**src/hdl/stcr_pkg.sv**
```systemverilog
// Shared types, constants and helpers for the servo telemetry range capture block.
`timescale 1ns / 1ps

package stcr_pkg;

   // Sizes fixed by the record format
   localparam int SERVO_COUNT_DEF = 6;
   localparam int LIM_W           = 12;
   localparam int ID_W            = 9;
   localparam int POS_W           = 13;
   localparam int SRV_W           = 3;
   localparam int DIG_W           = 4;

   localparam logic [LIM_W-1:0] POS_MAX = LIM_W'(4095);
   localparam logic [ID_W-1:0]  ID_SAT  = ID_W'(511);
   localparam logic [POS_W-1:0] POS_SAT = POS_W'(8191);

   // Request codes
   localparam logic [1:0] REQ_TEXT = 2'd0;
   localparam logic [1:0] REQ_LOAD = 2'd1;
   localparam logic [1:0] REQ_READ = 2'd2;

   // Characters of the record format
   localparam logic [7:0] CH_HASH  = 8'h23;
   localparam logic [7:0] CH_PLUS  = 8'h2B;
   localparam logic [7:0] CH_MINUS = 8'h2D;
   localparam logic [7:0] CH_P     = 8'h70;
   localparam logic [7:0] CH_SPACE = 8'h20;
   localparam logic [7:0] CH_ZERO  = 8'h30;
   localparam logic [7:0] CH_NINE  = 8'h39;
   localparam logic [7:0] CH_TAB   = 8'h09;
   localparam logic [7:0] CH_CR    = 8'h0D;
   localparam logic [7:0] CH_NUL   = 8'h00;

   typedef enum logic [2:0] {
      PH_SEEK,
      PH_ID_LEAD,
      PH_ID_SIGN,
      PH_ID_DIG,
      PH_GAP,
      PH_POS_LEAD,
      PH_POS_SIGN,
      PH_POS_DIG
   } phase_type;

   typedef struct packed {
      logic [1:0]       req_type;
      logic [7:0]       text_byte;
      logic             last_byte;
      logic [SRV_W-1:0] entry_servo;
      logic [LIM_W-1:0] entry_low_limit;
      logic [LIM_W-1:0] entry_high_limit;
   } req_item_type;

   typedef struct packed {
      logic             record_committed;
      logic             text_done;
      logic             is_readback;
      logic [SRV_W-1:0] servo_number;
      logic [LIM_W-1:0] low_limit;
      logic [LIM_W-1:0] high_limit;
      logic             any_updated;
   } rsp_item_type;

   // Parser verdict for one text byte
   typedef struct packed {
      logic             commit_ok;
      logic [ID_W-1:0]  commit_id;
      logic [LIM_W-1:0] commit_pos;
      logic             ended;
      logic             any_updated;
   } parse_out_type;

   // Decimal accumulate with saturation
   function automatic logic [POS_W-1:0] sat_acc(input logic [POS_W-1:0] acc,
                                                input logic [DIG_W-1:0] dig,
                                                input logic [POS_W-1:0] limit);
      logic [POS_W+3:0] v;
      v = {4'b0, acc} * (POS_W+4)'(10) + (POS_W+4)'(dig);
      return (v > {4'b0, limit}) ? limit : v[POS_W-1:0];
   endfunction

endpackage

```
**src/hdl/stcr_parser.sv**
```systemverilog
// Record parser: phase machine, id and position accumulators, commit decision.
`timescale 1ns / 1ps

module stcr_parser import stcr_pkg::*; #(
   parameter int SERVO_COUNT = SERVO_COUNT_DEF
) (
   input  logic          clock,
   input  logic          reset,
   input  logic          step,
   input  logic [7:0]    text_byte,
   input  logic          last_byte,
   output parse_out_type parse_out
);

   phase_type        phase_ff, phase_in, phase_pre;
   logic [ID_W-1:0]  id_acc_ff, id_acc_in, id_acc_pre;
   logic             id_neg_ff, id_neg_in, id_neg_pre;
   logic [POS_W-1:0] pos_acc_ff, pos_acc_in, pos_acc_pre;
   logic             pos_neg_ff, pos_neg_in, pos_neg_pre;
   logic             updated_ff, updated_in;

   logic             is_nul, is_digit, is_ws, is_hash, is_sign, is_minus, is_p;
   logic [DIG_W-1:0] dig;
   logic             ended, first_commit, second_commit, commit;
   logic [ID_W-1:0]  c_id;
   logic             c_id_neg, c_pos_neg, c_valid;
   logic [POS_W-1:0] c_pos;

   // Character classes
   assign is_nul   = (text_byte == CH_NUL);
   assign is_digit = (text_byte >= CH_ZERO) && (text_byte <= CH_NINE);
   assign is_ws    = (text_byte == CH_SPACE) || ((text_byte >= CH_TAB) && (text_byte <= CH_CR));
   assign is_hash  = (text_byte == CH_HASH);
   assign is_minus = (text_byte == CH_MINUS);
   assign is_sign  = (text_byte == CH_PLUS) || is_minus;
   assign is_p     = (text_byte == CH_P);
   assign dig      = text_byte[DIG_W-1:0];
   assign ended    = is_nul || last_byte;

   // Next phase
   always_comb begin
      phase_pre = phase_ff;
      if (is_nul) begin
         phase_pre = phase_ff;
      end else if ((phase_ff == PH_POS_DIG) && is_digit) begin
         phase_pre = PH_POS_DIG;
      end else if (is_hash) begin
         phase_pre = PH_ID_LEAD;
      end else begin
         unique case (phase_ff)
            PH_SEEK, PH_POS_DIG: phase_pre = PH_SEEK;
            PH_ID_LEAD: begin
               if (is_ws)         phase_pre = PH_ID_LEAD;
               else if (is_sign)  phase_pre = PH_ID_SIGN;
               else if (is_digit) phase_pre = PH_ID_DIG;
               else               phase_pre = PH_SEEK;
            end
            PH_ID_SIGN: phase_pre = is_digit ? PH_ID_DIG : PH_SEEK;
            PH_ID_DIG: begin
               if (is_digit)   phase_pre = PH_ID_DIG;
               else if (is_ws) phase_pre = PH_GAP;
               else if (is_p)  phase_pre = PH_POS_LEAD;
               else            phase_pre = PH_SEEK;
            end
            PH_GAP: begin
               if (is_p)       phase_pre = PH_POS_LEAD;
               else if (is_ws) phase_pre = PH_GAP;
               else            phase_pre = PH_SEEK;
            end
            PH_POS_LEAD: begin
               if (is_ws)         phase_pre = PH_POS_LEAD;
               else if (is_sign)  phase_pre = PH_POS_SIGN;
               else if (is_digit) phase_pre = PH_POS_DIG;
               else               phase_pre = PH_SEEK;
            end
            PH_POS_SIGN: phase_pre = is_digit ? PH_POS_DIG : PH_SEEK;
            default:     phase_pre = PH_SEEK;
         endcase
      end
      phase_in = ended ? PH_SEEK : phase_pre;
   end

   // Accumulators, commit and outputs
   always_comb begin
      id_acc_pre  = id_acc_ff;
      id_neg_pre  = id_neg_ff;
      pos_acc_pre = pos_acc_ff;
      pos_neg_pre = pos_neg_ff;
      if (is_nul) begin
         // no character to take in
      end else if ((phase_ff == PH_POS_DIG) && is_digit) begin
         pos_acc_pre = sat_acc(pos_acc_ff, dig, POS_SAT);
      end else if (is_hash) begin
         id_acc_pre  = '0;
         id_neg_pre  = 1'b0;
         pos_acc_pre = '0;
         pos_neg_pre = 1'b0;
      end else begin
         unique case (phase_ff)
            PH_ID_LEAD: begin
               if (is_sign)       id_neg_pre = is_minus;
               else if (is_digit) id_acc_pre = ID_W'(dig);
            end
            PH_ID_SIGN: begin
               if (is_digit) id_acc_pre = ID_W'(dig);
            end
            PH_ID_DIG: begin
               if (is_digit) id_acc_pre = ID_W'(sat_acc(POS_W'(id_acc_ff), dig, POS_W'(ID_SAT)));
            end
            PH_POS_LEAD: begin
               if (is_sign)       pos_neg_pre = is_minus;
               else if (is_digit) pos_acc_pre = POS_W'(dig);
            end
            PH_POS_SIGN: begin
               if (is_digit) pos_acc_pre = POS_W'(dig);
            end
            default: ;
         endcase
      end

      // a non-digit closes a pending position; text end closes one too
      first_commit  = !is_nul && (phase_ff == PH_POS_DIG) && !is_digit;
      second_commit = ended && (phase_pre == PH_POS_DIG);
      commit        = first_commit || second_commit;
      c_id      = first_commit ? id_acc_ff  : id_acc_pre;
      c_id_neg  = first_commit ? id_neg_ff  : id_neg_pre;
      c_pos     = first_commit ? pos_acc_ff : pos_acc_pre;
      c_pos_neg = first_commit ? pos_neg_ff : pos_neg_pre;
      c_valid   = commit && !c_id_neg && (c_id != '0) && (c_id <= ID_W'(SERVO_COUNT));

      parse_out.commit_ok   = c_valid;
      parse_out.commit_id   = c_id;
      if (c_pos_neg)                        parse_out.commit_pos = '0;
      else if (c_pos > POS_W'(POS_MAX))     parse_out.commit_pos = POS_MAX;
      else                                  parse_out.commit_pos = c_pos[LIM_W-1:0];
      parse_out.ended       = ended;
      parse_out.any_updated = updated_ff || c_valid;

      id_acc_in  = ended ? '0   : id_acc_pre;
      id_neg_in  = ended ? 1'b0 : id_neg_pre;
      pos_acc_in = ended ? '0   : pos_acc_pre;
      pos_neg_in = ended ? 1'b0 : pos_neg_pre;
      updated_in = ended ? 1'b0 : (updated_ff || c_valid);
   end

   // Parser state
   always_ff @(posedge clock) begin
      if (reset) begin
         phase_ff   <= PH_SEEK;
         id_acc_ff  <= '0;
         id_neg_ff  <= 1'b0;
         pos_acc_ff <= '0;
         pos_neg_ff <= 1'b0;
         updated_ff <= 1'b0;
      end else if (step) begin
         phase_ff   <= phase_in;
         id_acc_ff  <= id_acc_in;
         id_neg_ff  <= id_neg_in;
         pos_acc_ff <= pos_acc_in;
         pos_neg_ff <= pos_neg_in;
         updated_ff <= updated_in;
      end
   end

endmodule

```
**src/hdl/servo_telemetry_range_capture.sv**
```systemverilog
// Top level: parser front end, limit table memory with write-back stage, result register.
// Path: the table read is registered with stage one, then the updated entry in the result register.
// Throughput: one request per cycle unless a stalled result holds stage one; table read at
// transfer, write-back as stage one advances, last write forwarded to a same-servo next request.
// Reset (synchronous): parser returns to hash search, every table entry reads as zero
// through per-entry valid bits, capture_mode returns to 1, no result is pending.
`timescale 1ns / 1ps

module servo_telemetry_range_capture import stcr_pkg::*; #(
   parameter int SERVO_COUNT = SERVO_COUNT_DEF
) (
   input  logic         clock,
   input  logic         reset,
   input  logic         req_valid,
   output logic         req_stall,
   input  req_item_type req_payload,
   output logic         rsp_valid,
   input  logic         rsp_stall,
   output rsp_item_type rsp_payload,
   input  logic         csr_wr_en,
   input  logic         csr_wr_data
);

   localparam int IDX_W = (SERVO_COUNT > 1) ? $clog2(SERVO_COUNT) : 1;
   localparam int ENT_W = 2 * LIM_W;

   // Stage-one contents
   typedef struct packed {
      logic             is_load;
      logic             is_read;
      logic             wr;
      logic             has_result;
      logic             committed;
      logic             ended;
      logic             any_updated;
      logic             entry_ok;
      logic             mode;
      logic [SRV_W-1:0] servo;
      logic [IDX_W-1:0] addr;
      logic [LIM_W-1:0] pos;
      logic [LIM_W-1:0] load_lo;
      logic [LIM_W-1:0] load_hi;
   } stage_type;

   logic             mode_ff;
   logic             req_fire, s1_adv, s1_fire;
   logic             s1_valid_ff, s1_valid_in;
   stage_type        s1_ff, s1_in;
   parse_out_type    parse_out;
   logic             entry_ok;
   logic [ID_W-1:0]  servo_ext;

   logic [ENT_W-1:0] mem [SERVO_COUNT];
   logic [SERVO_COUNT-1:0] ent_vld_ff;
   logic [ENT_W-1:0] rd_data_ff;
   logic             rd_vld_ff;
   logic             fwd_vld_ff;
   logic [IDX_W-1:0] fwd_addr_ff;
   logic [ENT_W-1:0] fwd_data_ff;

   logic [LIM_W-1:0] cur_lo, cur_hi, new_lo, new_hi;
   logic             wr_fire;
   logic [ENT_W-1:0] wr_data;

   logic             rsp_valid_ff, rsp_valid_in;
   rsp_item_type     rsp_ff, rsp_in;

   // Handshake
   assign s1_adv    = !rsp_valid_ff || !rsp_stall;
   assign s1_fire   = s1_valid_ff && s1_adv;
   assign req_stall = s1_valid_ff && !s1_adv;
   assign req_fire  = req_valid && !req_stall;

   // Capture mode register
   always_ff @(posedge clock) begin
      if (reset) begin
         mode_ff <= 1'b1;
      end else if (csr_wr_en) begin
         mode_ff <= csr_wr_data;
      end
   end

   stcr_parser #(.SERVO_COUNT(SERVO_COUNT)) u_parser (
      .clock     (clock),
      .reset     (reset),
      .step      (req_fire && (req_payload.req_type == REQ_TEXT)),
      .text_byte (req_payload.text_byte),
      .last_byte (req_payload.last_byte),
      .parse_out (parse_out)
   );

   // Decode the request into stage-one work
   assign servo_ext = ID_W'(req_payload.entry_servo);
   assign entry_ok  = (servo_ext != '0) && (servo_ext <= ID_W'(SERVO_COUNT));

   always_comb begin
      s1_in             = '0;
      s1_in.mode        = mode_ff;
      s1_in.load_lo     = req_payload.entry_low_limit;
      s1_in.load_hi     = req_payload.entry_high_limit;
      s1_in.entry_ok    = entry_ok;
      unique case (req_payload.req_type)
         REQ_TEXT: begin
            s1_in.wr          = parse_out.commit_ok;
            s1_in.committed   = parse_out.commit_ok;
            s1_in.ended       = parse_out.ended;
            s1_in.any_updated = parse_out.ended && parse_out.any_updated;
            s1_in.has_result  = parse_out.commit_ok || parse_out.ended;
            s1_in.pos         = parse_out.commit_pos;
            if (parse_out.commit_ok) begin
               s1_in.servo = parse_out.commit_id[SRV_W-1:0];
               s1_in.addr  = IDX_W'(parse_out.commit_id - ID_W'(1));
            end
         end
         REQ_LOAD: begin
            s1_in.is_load = 1'b1;
            s1_in.wr      = entry_ok;
            if (entry_ok) s1_in.addr = IDX_W'(servo_ext - ID_W'(1));
         end
         REQ_READ: begin
            s1_in.is_read    = 1'b1;
            s1_in.has_result = 1'b1;
            if (entry_ok) begin
               s1_in.servo = req_payload.entry_servo;
               s1_in.addr  = IDX_W'(servo_ext - ID_W'(1));
            end
         end
         default: ;
      endcase
   end

   // Stage one register
   assign s1_valid_in = req_fire ? 1'b1 : (s1_adv ? 1'b0 : s1_valid_ff);

   always_ff @(posedge clock) begin
      if (reset) begin
         s1_valid_ff <= 1'b0;
      end else begin
         s1_valid_ff <= s1_valid_in;
      end
   end

   always_ff @(posedge clock) begin
      if (req_fire) begin
         s1_ff <= s1_in;
      end
   end

   // Table read at transfer, last write captured alongside for forwarding
   always_ff @(posedge clock) begin
      if (req_fire) begin
         rd_data_ff  <= mem[s1_in.addr];
         rd_vld_ff   <= ent_vld_ff[s1_in.addr];
         fwd_addr_ff <= s1_ff.addr;
         fwd_data_ff <= wr_data;
      end
   end

   always_ff @(posedge clock) begin
      if (reset) begin
         fwd_vld_ff <= 1'b0;
      end else if (req_fire) begin
         fwd_vld_ff <= wr_fire;
      end
   end

   // Current entry: forwarded write, stored value, or zero if never written
   always_comb begin
      if (fwd_vld_ff && (fwd_addr_ff == s1_ff.addr)) begin
         {cur_lo, cur_hi} = fwd_data_ff;
      end else if (rd_vld_ff) begin
         {cur_lo, cur_hi} = rd_data_ff;
      end else begin
         cur_lo = '0;
         cur_hi = '0;
      end
   end

   // Modify
   always_comb begin
      new_lo = cur_lo;
      new_hi = cur_hi;
      if (s1_ff.is_load) begin
         new_lo = s1_ff.load_lo;
         new_hi = s1_ff.load_hi;
      end else if (s1_ff.committed) begin
         if (s1_ff.mode) begin
            new_lo = s1_ff.pos;
            if (cur_hi < s1_ff.pos) new_hi = s1_ff.pos;
         end else begin
            new_hi = s1_ff.pos;
            if (cur_lo > s1_ff.pos) new_lo = s1_ff.pos;
         end
      end
   end

   assign wr_fire = s1_fire && s1_ff.wr;
   assign wr_data = {new_lo, new_hi};

   // Write back
   always_ff @(posedge clock) begin
      if (wr_fire) begin
         mem[s1_ff.addr] <= wr_data;
      end
   end

   always_ff @(posedge clock) begin
      if (reset) begin
         ent_vld_ff <= '0;
      end else if (wr_fire) begin
         ent_vld_ff[s1_ff.addr] <= 1'b1;
      end
   end

   // Result
   always_comb begin
      rsp_in                  = '0;
      rsp_in.record_committed = s1_ff.committed;
      rsp_in.text_done        = s1_ff.ended;
      rsp_in.is_readback      = s1_ff.is_read;
      rsp_in.any_updated      = s1_ff.any_updated;
      rsp_in.servo_number     = s1_ff.servo;
      if (s1_ff.committed) begin
         rsp_in.low_limit  = new_lo;
         rsp_in.high_limit = new_hi;
      end else if (s1_ff.is_read && s1_ff.entry_ok) begin
         rsp_in.low_limit  = cur_lo;
         rsp_in.high_limit = cur_hi;
      end
   end

   assign rsp_valid_in = s1_fire ? s1_ff.has_result : (rsp_stall ? rsp_valid_ff : 1'b0);

   always_ff @(posedge clock) begin
      if (reset) begin
         rsp_valid_ff <= 1'b0;
      end else begin
         rsp_valid_ff <= rsp_valid_in;
      end
   end

   always_ff @(posedge clock) begin
      if (s1_fire) begin
         rsp_ff <= rsp_in;
      end
   end

   assign rsp_valid   = rsp_valid_ff;
   assign rsp_payload = rsp_ff;

endmodule

```
**config.mk**
```make
export PLATFORM = sky130hd
export DESIGN_NAME = servo_telemetry_range_capture
export DESIGN_NICKNAME = d
export VERILOG_FILES = /design/src/hdl/stcr_pkg.sv /design/src/hdl/stcr_parser.sv /design/src/hdl/servo_telemetry_range_capture.sv
export SDC_FILE = /design/constraint.sdc
export NUM_CORES = 1
export LEC_CHECK = 0
export BUFFER_PORTS_ARGS = -buffer_cell sky130_fd_sc_hd__buf_2
export CORE_MARGIN = 1.5
export CORE_UTILIZATION = 40
export DETAILED_ROUTE_END_ITERATION = 8
export REMOVE_ABC_BUFFERS = 1
export SKIP_LAST_GASP = 1
export SLEW_MARGIN = 10
export SYNTH_ARGS = -nofsm -noshare
export SYNTH_HDL_FRONTEND = slang
export SYNTH_SLANG_ARGS = --single-unit
```
**constraint.sdc**
```tcl
create_clock -name clock -period 7.1 [get_ports clock]
set_input_delay 0.355 -clock clock [delete_from_list [all_inputs] [get_ports clock]]
set_output_delay 0.355 -clock clock [all_outputs]
set_load 0.02 [all_outputs]
```
==> results_dict.tcl <==
set metrics [dict create \
    slew_headroom_pct 23.5 \
    reg2reg_from "u_parser.id_acc_ff[1]" \
    ir_drop_mv 0.158 \
    syn_area_per_cell_sq_um 12.3 \
    io_buffer_count 76 \
    die_w_um 202 \
    top_level_ports 77 \
    max_freq_mhz 167 \
    cp_max_fo 33 \
    diodes 0 \
    nets 1485 \
    htree_levels 2 \
    slew_viol_final 0 \
    antenna_found_initial 0 \
    clkSlewWorstSetupHoldPaths_ns 0.06 \
    yosys.area_share.simple_pct 11.2 \
    synth_compound_area_share_pct 14.2 \
    place_area_sq_um 16700 \
    worst_slew_pin_slew_ns 1.14 \
    fin_cells 1910 \
    drv_cap 0 \
    crit_required_ns 7.41 \
    totalWireLength_um 37800 \
    core_area_sq_um 38800 \
    drive_above_1_share_pct 13.4 \
    yosys.area.top_type "edfxtp_1" \
    status "completed" \
    hold_path_depth 1 \
    muxShareOfSynthArea_pct 6.67 \
    grt_pass1_wl_um 59900 \
    dp.cells 1841 \
    final_antenna_net_count 0 \
    root_buffer "clkbuf_16" \
    yosys_warnings 0 \
    cts_buffer_depth 3 \
    synth-seq-area-share_pct 57.6 \
    drcViolationCount 0 \
    cts_sinks 316 \
    yosysUniqueCellTypes 89 \
    hold_violations 0 \
    synth_fa_ha_area_share_pct 6.05 \
    p_leak_uw 0.00656 \
    synth_most_common_cell "edfxtp_1" \
    syn_area_sq_um 15800 \
    netlist_instances 1285 \
    die-height_um 202 \
    fin_crit_sh_pct 84.4 \
    overflow 0 \
    setup_viol 0 \
    drtPass1Iterations 8 \
    dr.first_iter.drc_count 777 \
    yosys-top-cells-count "edfxtp_1 (278), nand2_1 (134), mux2i_1 (103)" \
    dpl.hpwl_um 25000 \
    synth_top_family_by_area "compound AO/OA/AOI/OAI gates" \
    r2r_cells 19 \
    postLayoutCellArea_sq_um 17900 \
    synth-seq-cells 316 \
    clock_latency_ns 0.51 \
    crit_type "flip-flop to flip-flop" \
    wl_per_cell_um 19.8 \
    synth_edf_count 278 \
    period_minus_slack_ns 6.00 \
    numCtsBuffers 34 \
    syn_to_final_growth_pct 13.3 \
    dieArea_sq_um 40700 \
    seqCellArea_sq_um 9110 \
    rrSetupSlack_ns 1.10 \
    grt_pass1_vias 10697 \
    multi_input_area_sq_um 6270 \
    finalSetupTns_ns 0 \
    synth_top_area_share_pct 52.8 \
    yosys-top-cells-area "edfxtp_1 (53%), mux2i_1 (6.5%), ha_1 (5.5%), dfxtp_1 (4.8%), nand2_1 (3.2%)" \
    reg2reg_to "rd_data_ff[1]" \
    start_kind "flip-flop" \
    synth_xor_area_share_pct 1.32 \
    power_density_nw_per_um2 234 \
    vias 10832 \
    grt_use_total_pct 18.7 \
    rsz0062_at_grt "false" \
    gp_congestion 0.876 \
    rows 72 \
    hp-class "input pin to flip-flop" \
    min_from "req_payload[14]" \
    worstHoldEndpoint "s1_ff[14]" \
    fin_skew_ns 0.0216 \
    endpoint_kind "flip-flop" \
    ys_async_sr_fraction_pct 0 \
    synth_flop_cell "edfxtp_1" \
    grt_max_degree 56 \
    cp.arrival_ns 6.31 \
    num-fill-cells 3504 \
    cts_tree "done" \
    cts.repair.resized 0 \
    start_util_pct 40.7 \
    vias_per_cell 5.67 \
]
## per-layer routing
metal	vias up	routed length, um	global-route usage [%]
met4	0	843	5.81
li1	5115	-	-
met5	-	0	0
met1	5284	16900	25.5
met2	369	17900	30.9
met3	64	2210	2.70
## critical path: stages (launching register included)
cell	delay, ns
dfxtp_1	0.50
ha_1	0.29
ha_1	0.24
fa_1	0.48
xor2_2	0.25
o2111ai_1	0.17
or3_4	0.42
o21a_1	0.23
o21ai_4	0.33
a21oi_1	0.15
a22o_1	0.29
ha_1	0.24
a32o_1	0.25
a211oi_2	0.18
o311ai_2	0.22
nand2b_4	0.21
nand2_4	0.47
buf_4	0.39
mux2i_1	0.11
a222oi_1	0.34
## kinds of logic (layout without fill, tap and decap cells)
kind of cell	Yosys count	in the layout
XOR/XNOR	23	23
AO/OA/AOI/OAI	313	313
buffers and inverters	93	200
adder cells (fa/ha/maj)	74	74
flip-flops	316	316
multiplexers	105	105
AND/OR/NAND/NOR	361	361
## layout make-up
cell class	count	share of cell area, %
clock buffer	46	5.42
clock inverter	15	0.762
inverter	33	0.706
multi-input combinational	876	35.0
sequential	316	50.9
tap	518	3.62
timing repair buffer	106	3.57
## layout by cell type, fill, tap and decap left out, types with 6 or more instances in the layout
cell | netlist | layout
a211oi_1 | 10 | 10
a21o_1 | 17 | 17
a21oi_1 | 43 | 43
a221oi_1 | 8 | 8
a222oi_1 | 24 | 24
a22o_1 | 25 | 25
a22oi_1 | 15 | 15
a31oi_1 | 6 | 6
and2_1 | 11 | 10
buf_2 | 4 | 76
buf_4 | 3 | 21
clkbuf_1 | 39 | 8
clkbuf_16 | 0 | 37
dfxtp_1 | 38 | 38
dlygate4sd3_1 | 0 | 8
edfxtp_1 | 278 | 278
ha_1 | 70 | 70
inv_1 | 33 | 32
mux2i_1 | 103 | 103
nand2_1 | 134 | 134
nand2b_1 | 10 | 10
nand3_1 | 14 | 14
nand4_1 | 7 | 7
nor2_1 | 92 | 89
nor2b_1 | 9 | 8
nor3_1 | 32 | 29
nor3b_1 | 7 | 7
o21a_1 | 11 | 11
o21ai_0 | 90 | 90
o22ai_1 | 6 | 6
or3_1 | 6 | 6
xnor2_1 | 15 | 15
xor2_1 | 7 | 7
## report_power, final
| group | leakage, uW | total [uW] | switching, uW | internal (uW) |
|---|---|---|---|---|
| clock network | 0.000526 | 1740 | 704 | 1040 |
| registers | 0.00294 | 2130 | 25.4 | 2110 |
| logic | 0.00309 | 311 | 207 | 104 |
## registers in the layout (all words and copies together) (netlist names), 3 cells and up
signal	flops
rsp_payload	31
mem	144
u_parser.id_acc_ff	9
u_parser.pos_acc_ff	13
rd_data_ff	24
fwd_addr_ff	3
s1_ff	44
rsp_in	7
fwd_data_ff	24
ent_vld_ff	6
u_parser.phase_ff	3
## metrics by stage
step	setup slack, ns	util, %	hold WS, ns	total power, uW
after detailed placement	1.15	43.0	0.412	2480
after CTS	1.12	46.1	0.000673	4220
final	1.10	46.1	0.0166	4180
after floorplan	1.44	-	0.400	2350
after global placement	1.33	43.0	0.410	2470
after global routing	0.685	46.1	0.000317	4320
## worst max-delay path by stage
| stage | startpoint | to | cells after the start | slack (ns) |
|---|---|---|---|---|
| final | u_parser.id_acc_ff[1] | rd_data_ff[1] | 19 | 1.10 |
| after global routing | u_parser.id_acc_ff[1] | rd_data_ff[1] | 19 | 0.69 |
| after CTS | u_parser.id_acc_ff[1] | rd_data_ff[3] | 19 | 1.12 |
| after detailed placement | u_parser.id_acc_ff[1] | rd_data_ff[3] | 19 | 1.15 |
| after global placement | u_parser.id_acc_ff[1] | rd_data_ff[0] | 19 | 1.33 |
| after floorplan | u_parser.id_acc_ff[1] | rd_data_ff[0] | 17 | 1.44 |
## timing repair
item                                   in CTS  in global routing
hold buffers                                7                  1
setup buffers                               0                  0
endpoints found under the hold margin       7                  1
No activity file was read; power rests on OpenSTA's default activity.
